--- src/rtl/lcd_pkg.sv ---
// Shared constants for the linear-or-circular deque: word width, default depth,
// operation codes and status codes.
// No dependencies.
package lcd_pkg;

    localparam int WORD_W        = 32;
    localparam int DEPTH_DEFAULT = 16;

    localparam logic [1:0] OP_PUSH_REAR  = 2'd0;
    localparam logic [1:0] OP_POP_FRONT  = 2'd1;
    localparam logic [1:0] OP_PUSH_FRONT = 2'd2;
    localparam logic [1:0] OP_POP_REAR   = 2'd3;

    localparam logic [1:0] ST_DONE  = 2'd0;
    localparam logic [1:0] ST_FULL  = 2'd1;
    localparam logic [1:0] ST_EMPTY = 2'd2;

endpackage

--- src/rtl/linear_or_circular_deque.sv ---
// Top level of the linear-or-circular deque: pointer control, mode register and
// result register around a rotating ring of storage cells. Depends on lcd_pkg, lcd_ring.
//
//  channel   direction  handshake          payload
//  input     in         in_valid/in_stall  opcode, value
//  result    out        out_valid/out_stall status, removed_word
//  config    in         cfg_we             cfg_data (mode)
//
// An accepted item waits for its result beat until its slot is at the tap: the store
// is a ring that turns one slot a cycle. A refused operation needs no slot and waits
// only for the result register to be free. If the result register is still stalled when the
// slot comes round, the item waits another full turn of the ring.
// Reset clears the pointers and sets circular mode; the store keeps no reset.
// A new item is taken while an earlier result beat still waits on out_stall.
module linear_or_circular_deque #(
    parameter int DEPTH = lcd_pkg::DEPTH_DEFAULT
) (
    input  logic                               clk,
    input  logic                               rst_n,
    input  logic                               cfg_we,
    input  logic                               cfg_data,
    input  logic                               in_valid,
    output logic                               in_stall,
    input  logic [1:0]                         opcode,
    input  logic signed [lcd_pkg::WORD_W-1:0]  value,
    output logic                               out_valid,
    input  logic                               out_stall,
    output logic [1:0]                         status,
    output logic signed [lcd_pkg::WORD_W-1:0]  removed_word
);
    import lcd_pkg::*;

    localparam int PTR_W = $clog2(DEPTH);
    localparam logic [PTR_W-1:0] LAST = PTR_W'(DEPTH - 1);

    typedef enum logic {
        S_IDLE,
        S_BUSY
    } state_t;

    state_t            state_reg, state_next;
    logic              mode_reg, mode_next;
    logic [PTR_W-1:0]  head_reg, head_next;
    logic [PTR_W-1:0]  tail_reg, tail_next;
    logic              empty_reg, empty_next;
    logic              pend_access_reg, pend_access_next;
    logic              pend_write_reg, pend_write_next;
    logic [PTR_W-1:0]  pend_slot_reg, pend_slot_next;
    logic [1:0]        pend_status_reg, pend_status_next;
    logic [WORD_W-1:0] pend_value_reg, pend_value_next;
    logic              out_valid_reg, out_valid_next;
    logic [1:0]        status_reg, status_next;
    logic [WORD_W-1:0] removed_reg, removed_next;

    logic              accept;
    logic              circ;
    logic              full;
    logic [PTR_W-1:0]  tail_up;
    logic [PTR_W-1:0]  tail_down;
    logic [PTR_W-1:0]  head_up;
    logic [PTR_W-1:0]  head_down;
    logic              out_free;
    logic              hit;
    logic              done_now;
    logic [WORD_W-1:0] tap;
    logic [PTR_W-1:0]  phase;

    lcd_ring #(
        .DEPTH (DEPTH)
    ) u_ring (
        .clk     (clk),
        .rst_n   (rst_n),
        .wr_en   (done_now && pend_write_reg),
        .wr_data (pend_value_reg),
        .tap     (tap),
        .phase   (phase)
    );

    assign in_stall = (state_reg != S_IDLE);
    assign accept   = in_valid && !in_stall;
    assign circ     = mode_reg;

    assign tail_up   = (tail_reg == LAST) ? '0 : tail_reg + 1'b1;
    assign tail_down = (tail_reg == '0) ? LAST : tail_reg - 1'b1;
    assign head_up   = (head_reg == LAST) ? '0 : head_reg + 1'b1;
    assign head_down = (head_reg == '0) ? LAST : head_reg - 1'b1;
    assign full      = !empty_reg && (tail_up == head_reg);

    assign out_free = !out_valid_reg || !out_stall;
    assign hit      = (phase == pend_slot_reg);
    assign done_now = (state_reg == S_BUSY) && (!pend_access_reg || hit) && out_free;

    always_comb
    begin
        state_next       = state_reg;
        mode_next        = cfg_we ? cfg_data : mode_reg;
        head_next        = head_reg;
        tail_next        = tail_reg;
        empty_next       = empty_reg;
        pend_access_next = pend_access_reg;
        pend_write_next  = pend_write_reg;
        pend_slot_next   = pend_slot_reg;
        pend_status_next = pend_status_reg;
        pend_value_next  = pend_value_reg;
        out_valid_next   = out_valid_reg && out_stall;
        status_next      = status_reg;
        removed_next     = removed_reg;

        if (accept)
        begin
            state_next       = S_BUSY;
            pend_access_next = 1'b0;
            pend_write_next  = 1'b0;
            pend_slot_next   = '0;
            pend_status_next = ST_DONE;
            pend_value_next  = value;
            case (opcode)
                OP_PUSH_REAR:
                begin
                    if (empty_reg)
                    begin
                        head_next        = '0;
                        tail_next        = '0;
                        empty_next       = 1'b0;
                        pend_access_next = 1'b1;
                        pend_write_next  = 1'b1;
                    end
                    else if (full || (!circ && tail_reg == LAST))
                    begin
                        pend_status_next = ST_FULL;
                    end
                    else
                    begin
                        tail_next        = tail_up;
                        pend_access_next = 1'b1;
                        pend_write_next  = 1'b1;
                        pend_slot_next   = tail_up;
                    end
                end
                OP_POP_FRONT:
                begin
                    if (empty_reg)
                    begin
                        pend_status_next = ST_EMPTY;
                    end
                    else
                    begin
                        pend_access_next = 1'b1;
                        pend_slot_next   = head_reg;
                        // In linear mode a pop at the last slot drains the whole queue.
                        if (head_reg == tail_reg || (!circ && head_reg == LAST))
                        begin
                            head_next  = '0;
                            tail_next  = '0;
                            empty_next = 1'b1;
                        end
                        else
                        begin
                            head_next = head_up;
                        end
                    end
                end
                OP_PUSH_FRONT:
                begin
                    if (empty_reg)
                    begin
                        head_next        = '0;
                        tail_next        = '0;
                        empty_next       = 1'b0;
                        pend_access_next = 1'b1;
                        pend_write_next  = 1'b1;
                    end
                    else if (full || (!circ && head_reg == '0))
                    begin
                        pend_status_next = ST_FULL;
                    end
                    else
                    begin
                        head_next        = head_down;
                        pend_access_next = 1'b1;
                        pend_write_next  = 1'b1;
                        pend_slot_next   = head_down;
                    end
                end
                default:
                begin
                    if (empty_reg)
                    begin
                        pend_status_next = ST_EMPTY;
                    end
                    else
                    begin
                        pend_access_next = 1'b1;
                        pend_slot_next   = tail_reg;
                        if (head_reg == tail_reg)
                        begin
                            head_next  = '0;
                            tail_next  = '0;
                            empty_next = 1'b1;
                        end
                        else
                        begin
                            tail_next = tail_down;
                        end
                    end
                end
            endcase
        end

        if (done_now)
        begin
            state_next     = S_IDLE;
            out_valid_next = 1'b1;
            status_next    = pend_status_reg;
            removed_next   = (pend_access_reg && !pend_write_reg) ? tap : '0;
        end
    end

    always_ff @(posedge clk or negedge rst_n)
    begin
        if (!rst_n)
        begin
            state_reg       <= S_IDLE;
            mode_reg        <= 1'b1;
            head_reg        <= '0;
            tail_reg        <= '0;
            empty_reg       <= 1'b1;
            pend_access_reg <= 1'b0;
            pend_write_reg  <= 1'b0;
            pend_slot_reg   <= '0;
            pend_status_reg <= ST_DONE;
            pend_value_reg  <= '0;
            out_valid_reg   <= 1'b0;
            status_reg      <= ST_DONE;
            removed_reg     <= '0;
        end
        else
        begin
            state_reg       <= state_next;
            mode_reg        <= mode_next;
            head_reg        <= head_next;
            tail_reg        <= tail_next;
            empty_reg       <= empty_next;
            pend_access_reg <= pend_access_next;
            pend_write_reg  <= pend_write_next;
            pend_slot_reg   <= pend_slot_next;
            pend_status_reg <= pend_status_next;
            pend_value_reg  <= pend_value_next;
            out_valid_reg   <= out_valid_next;
            status_reg      <= status_next;
            removed_reg     <= removed_next;
        end
    end

    assign out_valid    = out_valid_reg;
    assign status       = status_reg;
    assign removed_word = $signed(removed_reg);

endmodule

--- src/rtl/lcd_cell.sv ---
// One storage cell of the deque ring: holds one word and hands it on every cycle.
// Depends on lcd_pkg for the word width.
module lcd_cell (
    input  logic                      clk,
    input  logic [lcd_pkg::WORD_W-1:0] d_in,
    input  logic                      load,
    input  logic [lcd_pkg::WORD_W-1:0] load_data,
    output logic [lcd_pkg::WORD_W-1:0] q
);
    import lcd_pkg::*;

    logic [WORD_W-1:0] word_reg;
    logic [WORD_W-1:0] word_next;

    assign word_next = load ? load_data : d_in;

    // The store is undefined until written, so the cell carries no reset.
    always_ff @(posedge clk)
    begin
        word_reg <= word_next;
    end

    assign q = word_reg;

endmodule

--- src/rtl/lcd_ring.sv ---
// Rotating ring of lcd_cell instances with a phase counter naming the slot at cell 0.
// Depends on lcd_pkg and lcd_cell.
module lcd_ring #(
    parameter int DEPTH = lcd_pkg::DEPTH_DEFAULT
) (
    input  logic                        clk,
    input  logic                        rst_n,
    input  logic                        wr_en,
    input  logic [lcd_pkg::WORD_W-1:0]  wr_data,
    output logic [lcd_pkg::WORD_W-1:0]  tap,
    output logic [$clog2(DEPTH)-1:0]    phase
);
    import lcd_pkg::*;

    localparam int PTR_W = $clog2(DEPTH);
    localparam logic [PTR_W-1:0] LAST = PTR_W'(DEPTH - 1);

    logic [WORD_W-1:0] q [DEPTH];
    logic [PTR_W-1:0]  phase_reg;
    logic [PTR_W-1:0]  phase_next;

    // Cell k holds slot (phase + k) mod DEPTH. Words move one cell down each cycle,
    // and the word leaving cell 0 re-enters at the top, where a write replaces it.
    genvar k;
    generate
        for (k = 0; k < DEPTH; k++)
        begin : g_cell
            if (k == DEPTH - 1)
            begin : g_top
                lcd_cell u_cell (
                    .clk       (clk),
                    .d_in      (q[0]),
                    .load      (wr_en),
                    .load_data (wr_data),
                    .q         (q[k])
                );
            end
            else
            begin : g_mid
                lcd_cell u_cell (
                    .clk       (clk),
                    .d_in      (q[k+1]),
                    .load      (1'b0),
                    .load_data (wr_data),
                    .q         (q[k])
                );
            end
        end
    endgenerate

    assign phase_next = (phase_reg == LAST) ? '0 : phase_reg + 1'b1;

    always_ff @(posedge clk or negedge rst_n)
    begin
        if (!rst_n)
        begin
            phase_reg <= '0;
        end
        else
        begin
            phase_reg <= phase_next;
        end
    end

    assign tap   = q[0];
    assign phase = phase_reg;

endmodule
--- config.mk ---
export PLATFORM = sky130hd
export DESIGN_NAME = linear_or_circular_deque
export DESIGN_NICKNAME = d
export VERILOG_FILES = /design/src/rtl/lcd_pkg.sv /design/src/rtl/linear_or_circular_deque.sv /design/src/rtl/lcd_cell.sv /design/src/rtl/lcd_ring.sv
export SDC_FILE = /design/constraint.sdc
export NUM_CORES = 1
export LEC_CHECK = 0
export BUFFER_PORTS_ARGS = -buffer_cell sky130_fd_sc_hd__clkbuf_2
export CAP_MARGIN = 5
export CELL_PAD_IN_SITES_DETAIL_PLACEMENT = 0
export CELL_PAD_IN_SITES_GLOBAL_PLACEMENT = 1
export CORE_ASPECT_RATIO = 1.75
export CORE_MARGIN = 2
export CORE_UTILIZATION = 53
export DETAILED_ROUTE_END_ITERATION = 16
export MAX_ROUTING_LAYER = met4
export PLACE_DENSITY_LB_ADDON = 0.1
export SYNTH_ARGS = -nofsm -noshare
export SYNTH_HDL_FRONTEND = slang
export SYNTH_SLANG_ARGS = --single-unit
--- constraint.sdc ---
create_clock -name clk -period 6.1 [get_ports clk]
set_clock_uncertainty 0.1 [all_clocks]
set_input_delay 0.61 -clock clk [delete_from_list [all_inputs] [get_ports clk]]
set_output_delay 0.61 -clock clk [all_outputs]
set_load 0.01 [all_outputs]
==> results.py, run 1 <==
metrics = {
    "status": {
        "status": "finished clean",
    },
    "worst_setup_path": {
        "crit_fanout": 11,
        "worstSetupStartpoint": "head_reg[0]",
        "worstSetupStartpointType": "register",
        "crit_type": "reg2reg",
        "worstSetupEndpointType": "register",
        "reg2reg_from": "head_reg[0]",
        "cp.required_ns": 6.43,
        "setup.worst_path.end": "head_reg[3]",
        "worstPathArrival_ns": 3.09,
        "reg2reg_depth": 8,
        "r2r_end": "head_reg[3]",
        "reg2reg_slack_ns": 3.34,
    },
    "detailed_routing": {
        "drc": 0,
        "viasPerCell": 4.662,
        "num_vias": 7235,
        "ant_nets": 0,
        "wl_um": 24370,
        "wl_per_cell_um": 15.70,
        "drtIter0Drc": 256,
        "first_pass_iters": 4,
    },
    "grt": {
        "grt_use_total_pct": 17.34,
        "antenna_found_initial": 0,
        "grt_pass1_vias": 7424,
        "overflow": 0,
        "grt_first_pass_wirelength_um": 39140,
        "grt_max_degree": 54,
    },
    "yosys": {
        "yosysUniqueCellTypes": 56,
        "synthArstFlopShare_pct": 14.95,
        "synth_flop_cell": "dfxtp_1",
        "synth.area.top_cells": "dfxtp_1, dfrtp_1, nand2_1",
        "syn-num-nets": 1093,
        "synth_compound_area_share_pct": 4.893,
        "synth_edf_count": 0,
        "synth.avg_cell_area_um2": 14.35,
        "yosys.area_share.adder_pct": 0.4161,
        "muxShareOfSynthArea_pct": 2.688,
        "yosys_warnings": 0,
        "ys_seq_area_share_pct": 83.17,
        "synth_seq_cells": 602,
        "synthSimpleGateAreaFrac_pct": 6.233,
        "synth_xor_area_share_pct": 1.032,
        "netlist.area_leader.share_pct": 68.17,
        "synth_top_family_by_area": "simple AND/OR/NAND/NOR gates",
        "synth_cells": 1048,
        "syn_area_mm2": 0.01504,
        "yosysTopAreaCell": "dfxtp_1",
    },
    "timing": {
        "setup_viol": 0,
        "drv_slew": 0,
        "rsz0062_at_grt": "no",
        "relSlewSlack_pct": 30.09,
        "fmax_mhz": 362.4,
        "period_needed_ns": 2.759,
        "fin_tns_setup_ns": 0,
        "tightest_slew_ns": 1.046,
        "finalHoldViolations": 0,
        "min_period_over_period_pct": 45.23,
    },
    "finish": {
        "final_cell_mix": "dfxtp_1, nand2_1, dfrtp_1",
        "final_common_cell": "dfxtp_1",
        "largest_reg_flops": 480,
        "seqCellArea_mm2": 0.01250,
        "final_core_util_pct": 62.27,
        "nFillCells": 2216,
        "antennaDiodeCount": 0,
        "final_cell_area_mm2": 0.01742,
        "multiInputGateArea_mm2": 0.002317,
        "drive_gt1_share_pct": 17.98,
        "finalNetCount": 1185,
        "syn2layout_area_growth_pct": 15.84,
    },
    "die": {
        "die_x_um": 131.3,
        "die-area_mm2": 0.02979,
        "die_y_um": 226.8,
        "rows": 81,
        "pin_count": 76,
        "coreArea_mm2": 0.02797,
        "initial_core_util_pct": 53.75,
    },
    "flow_run": {
        "drv_cap": 0,
    },
    "place": {
        "postPlaceCellArea_mm2": 0.01575,
        "gp_congestion": 0.8951,
        "port_buffers": 75,
        "dp_hpwl_um": 14800,
    },
    "clock_tree": {
        "clk_latency_ns": 0.55,
        "path_clk_slew_ns": 0.07,
        "htree_levels": 2,
        "cts_made_buffers": 48,
        "clkSinkCount": 602,
        "cts_tree": "done",
        "root_buffer": "clkbuf_16",
        "cts_max_path_buffers": 3,
    },
    "min_path": {
        "min_path_cells": 3,
        "hp-class": "in2reg",
    },
    "power": {
        "power.density_mw_per_mm2": 584.8,
        "irDropWorstVdd_uv": 311.2,
        "power_leakage_nw": 7.476,
    },
}
## kinds of logic (layout without fill, tap and decap cells)
| family | after synthesis | count (layout) |
|---|---|---|
| flip-flops | 602 | 602 |
| AND/OR/NAND/NOR | 224 | 224 |
| AO/OA/AOI/OAI | 114 | 114 |
| buffers and inverters | 51 | 182 |
| multiplexers | 36 | 36 |
| XOR/XNOR | 16 | 16 |
| adder cells (fa/ha/maj) | 5 | 5 |
## final cells by class
| cell class | count | share of cell area, % |
|---|---|---|
| Timing Repair Buffer | 81 | 2.442 |
| Clock buffer | 69 | 8.290 |
| Sequential cell | 602 | 71.79 |
| Multi-Input combinational cell | 395 | 13.30 |
| Inverter | 12 | 0.2586 |
| Clock inverter | 20 | 1.236 |
| Tap cell | 373 | 2.679 |
## synth_stat cells, types with 2 or more instances
| cell | count |
|---|---|
| buf_2 | 6 |
| nor2b_1 | 5 |
| nand3_1 | 7 |
| nand2_1 | 180 |
| mux2_2 | 35 |
| dfrtp_1 | 88 |
| buf_6 | 5 |
| o21ai_0 | 53 |
| o2bb2ai_1 | 4 |
| o2111ai_1 | 5 |
| dfxtp_1 | 512 |
| inv_1 | 11 |
| nand4_1 | 6 |
| a41oi_1 | 5 |
| xor2_1 | 8 |
| nor2_1 | 11 |
| a31oi_1 | 3 |
| o41ai_1 | 4 |
| o31ai_1 | 3 |
| ha_1 | 5 |
| o21a_1 | 2 |
| or2_2 | 3 |
| o22ai_1 | 2 |
| clkbuf_1 | 28 |
| a2bb2oi_1 | 2 |
| a21oi_1 | 17 |
| dfstp_2 | 2 |
| o211ai_1 | 2 |
| xnor2_1 | 7 |
## power breakdown
part / switching, mW / leakage [nW] / total (mW) / internal (mW)
Sequential: 0.523 / 5.33 / 5.93 / 5.41
Combinational: 0.673 / 1.33 / 1.10 / 0.427
Clock: 1.36 / 0.816 / 3.15 / 1.80
Total: 2.55 / 7.48 / 10.2 / 7.63
## metrics by stage
step / std cells / setup WS (ns) / hold slack [ns] / total power, mW
final: 1552 / 3.341 / 0.1430 / 10.19
after global routing: 1552 / 3.148 / 0.1393 / 10.71
after CTS: 1552 / 3.323 / 0.1140 / 10.32
after detailed placement: 1462 / 3.333 / 0.2121 / 7.130
after global placement: 1462 / 3.408 / 0.2103 / 7.084
after floorplan: 1048 / 3.753 / 0.2096 / 6.618
## metal layers
metal	vias up	global-route usage, %	wire, um
li1	3587	-	-
met1	3457	20.79	10820
met2	135	28.90	11880
met3	56	3.108	821
met4	0	7.679	841
met5	-	-	0
## what timing repair did
action | 4_1_cts | 5_1_grt
resized for setup | 0 | 0
setup endpoints to repair | 0 | 0
setup buffers | 0 | 0
hold buffers | 1 | 0
hold endpoints to repair | 37 | 0
## critical path, cell delays in order, from the launching register on
cell	delay (ns)
dfrtp_1	0.53
inv_1	0.28
ha_1	0.30
or3b_1	0.40
or2_0	0.33
and2_0	0.20
o21ai_1	0.18
nand2_1	0.15
o2bb2ai_1	0.16
## worst min path at each step
stage / start / endpoint / slack (ns)
after CTS: value[20] / pend_value_reg[20] / 0.11
final: value[20] / pend_value_reg[20] / 0.14
after global placement: u_ring.g_cell[15].g_top.u_cell.q[20] / u_ring.g_cell[14].g_mid.u_cell.q[20] / 0.21
after detailed placement: u_ring.g_cell[3].g_mid.u_cell.q[4] / u_ring.g_cell[2].g_mid.u_cell.q[4] / 0.21
after floorplan: rst_n / head_reg[0] / 0.21
after global routing: value[30] / pend_value_reg[30] / 0.14
Note: power is estimated with default switching activity, not from simulation.
==> run 2, diff against run 1 <==
--- a/config.mk
+++ b/config.mk
@@ -11,7 +11,7 @@
 export CELL_PAD_IN_SITES_GLOBAL_PLACEMENT = 1
 export CORE_ASPECT_RATIO = 1.75
 export CORE_MARGIN = 2
-export CORE_UTILIZATION = 53
+export CORE_UTILIZATION = 44
 export DETAILED_ROUTE_END_ITERATION = 16
 export MAX_ROUTING_LAYER = met4
 export PLACE_DENSITY_LB_ADDON = 0.1
==> constraint.sdc (replaced) <==
create_clock -name clk -period 2.5 [get_ports clk]
set_clock_uncertainty 0.1 [all_clocks]
set_input_delay 0.25 -clock clk [delete_from_list [all_inputs] [get_ports clk]]
set_output_delay 0.25 -clock clk [all_outputs]
set_load 0.01 [all_outputs]
==> run 2 against run 1 <==
Combinational power increased to 2.9 times the previous value. Die area increased by 20%. Utilization decreased by 8.5 points. Sequential share of layout area decreased by 2.9 points. Setup slack got worse by 3.2 ns. Total power increased by 150%. First-iteration DRC count decreased by 4.7%. Non-clock buffer count increased by 60. Clock power increased by 150%. Via count increased by 3.3%. Fmax increased by 17%. Largest power group unchanged.
==> results.py, run 2 (synthesis gave the netlist of run 1 again) <==
metrics = {
    "status": {
        "status": "finished clean",
    },
    "die": {
        "coreArea_mm2": 0.03374,
        "initial_core_util_pct": 44.56,
        "pin_count": 76,
        "die_y_um": 248.5,
        "die_x_um": 143.7,
        "rows": 89,
        "die-area_mm2": 0.03573,
    },
    "power": {
        "finalPower_mw": 25.32,
        "switching_share_pct": 25.01,
        "combPwrFrac_pct": 12.4,
        "power.density_mw_per_mm2": 1395,
        "clkPwrFrac_pct": 31.1,
        "p_sw_mw": 6.332,
        "power.internal_mw": 18.98,
        "irDropWorstVdd_uv": 692.9,
        "power_leakage_nw": 7.770,
        "power_frac_seq_pct": 56.5,
    },
    "finish": {
        "seqCellArea_mm2": 0.01251,
        "largest_reg_flops": 480,
        "multiInputGateArea_mm2": 0.002331,
        "drive_gt1_share_pct": 19.18,
        "fin_cells": 1696,
        "finalNetCount": 1246,
        "final_core_util_pct": 53.78,
        "syn2layout_area_growth_pct": 20.70,
        "antennaDiodeCount": 0,
        "final_cell_mix": "dfxtp_1, nand2_1, dfrtp_1",
        "nFillCells": 2886,
        "final_common_cell": "dfxtp_1",
    },
    "timing": {
        "finalHoldViolations": 0,
        "setup_viol": 0,
        "drv_slew": 0,
        "period_needed_ns": 2.356,
        "setup_ws_ns": 0.1437,
        "fmax_mhz": 424.4,
        "tightest_slew_ns": 0.6213,
        "fin_tns_setup_ns": 0,
        "min_period_over_period_pct": 94.25,
        "relSlewSlack_pct": 58.49,
    },
    "grt": {
        "grt_use_total_pct": 15.32,
        "overflow": 0,
        "grt_pass1_vias": 7689,
        "grt_max_degree": 60,
        "grt_first_pass_wirelength_um": 41140,
        "antenna_found_initial": 0,
    },
    "detailed_routing": {
        "viasPerCell": 4.406,
        "wl_per_cell_um": 15.12,
        "first_pass_iters": 4,
        "num_vias": 7473,
        "ant_nets": 0,
        "wl_um": 25640,
        "drtIter0Drc": 244,
        "drc": 0,
    },
    "flow_run": {
        "drv_cap": 0,
    },
    "clock_tree": {
        "clk_latency_ns": 0.56,
        "cts_tree": "done",
        "path_clk_slew_ns": 0.07,
        "cts_max_path_buffers": 3,
        "cts_made_buffers": 49,
        "root_buffer": "clkbuf_16",
        "htree_levels": 2,
        "post_cts_buffers": 0,
        "clkSinkCount": 602,
    },
    "place": {
        "place_inst": 1567,
        "port_buffers": 75,
        "dp_slack_ns": 0.01151,
        "dp_hpwl_um": 15710,
        "gp_congestion": 0.8826,
    },
    "worst_setup_path": {
        "reg2reg_depth": 8,
        "worstSetupEndpointType": "register",
        "crit_type": "reg2reg",
        "crit_fanout": 8,
        "cp.required_ns": 2.81,
        "worstSetupStartpointType": "register",
        "worstPathArrival_ns": 2.67,
    },
    "min_path": {
        "hp-class": "in2async",
    },
}
-- run 2: per-layer routing --
metal	GRT usage (%)	part of all wire (%)	up-vias	routed length, um
met5	-	0	-	0
met4	6.134	3.3	0	857
met3	2.657	3.1	51	799
met2	24.99	49	133	12660
met1	18.81	44	3573	11320
li1	-	-	3716	-
-- run 2: what timing repair did --
item,CTS,global route
hold buffers,38,0
gates resized for setup,1,3
setup endpoints to repair,1,4
pin swaps,0,0
hold endpoints to repair,115,0
-- run 2: power groups by stage --
stage	combinational (mW)	clock (mW)	sequential [mW]
2_1_floorplan	2.06	0	14.1
3_3_place_gp	3.16	0	14.4
3_5_place_dp	3.14	0	14.5
4_1_cts	3.21	8.13	14.4
5_1_grt	3.53	8.49	14.7
6_report	3.15	7.86	14.3
-- run 2: cell type report --
cell class	count	area share [%]
clock buffer	66	7.501
clock inverter	25	1.882
inverter	12	0.2482
multi-input combinational	395	12.84
sequential	602	68.91
tap	455	3.137
timing repair buffer	141	5.474
-- run 2: critical path, cell delays in order (launching register included) --
cell and delay [ns]:
dfrtp_2 0.46, inv_1 0.14, ha_1 0.28, xor2_1 0.15, nor2_1 0.17, nand3b_1 0.16, or2_1 0.38, a21oi_2 0.22
o221ai_1 0.15
-- run 2: path summary, 6_finish.rpt --
path / start / end / slack, ns
min: rst_n / pend_value_reg[23] / 0.09
min reg2reg: u_ring.g_cell[7].g_mid.u_cell.q[31] / u_ring.g_cell[6].g_mid.u_cell.q[31] / 0.21
max reg2reg: tail_reg[1] / tail_reg[1] / 0.14
min in group clk: opcode[1] / tail_reg[0] / 0.18
max: tail_reg[1] / tail_reg[1] / 0.14
max in group asynchronous: rst_n / removed_word[1] / 1.52
-- run 2: through the flow --
| step | hold WS, ns | instance area (um2) |
|---|---|---|
| after detailed placement | 0.1307 | 16050 |
| after global routing | 0.1052 | 18150 |
| final | 0.08901 | 18150 |
| after CTS | 0.07308 | 18130 |
| after floorplan | -0.1456 | 15040 |
| after global placement | 0.1262 | 16050 |
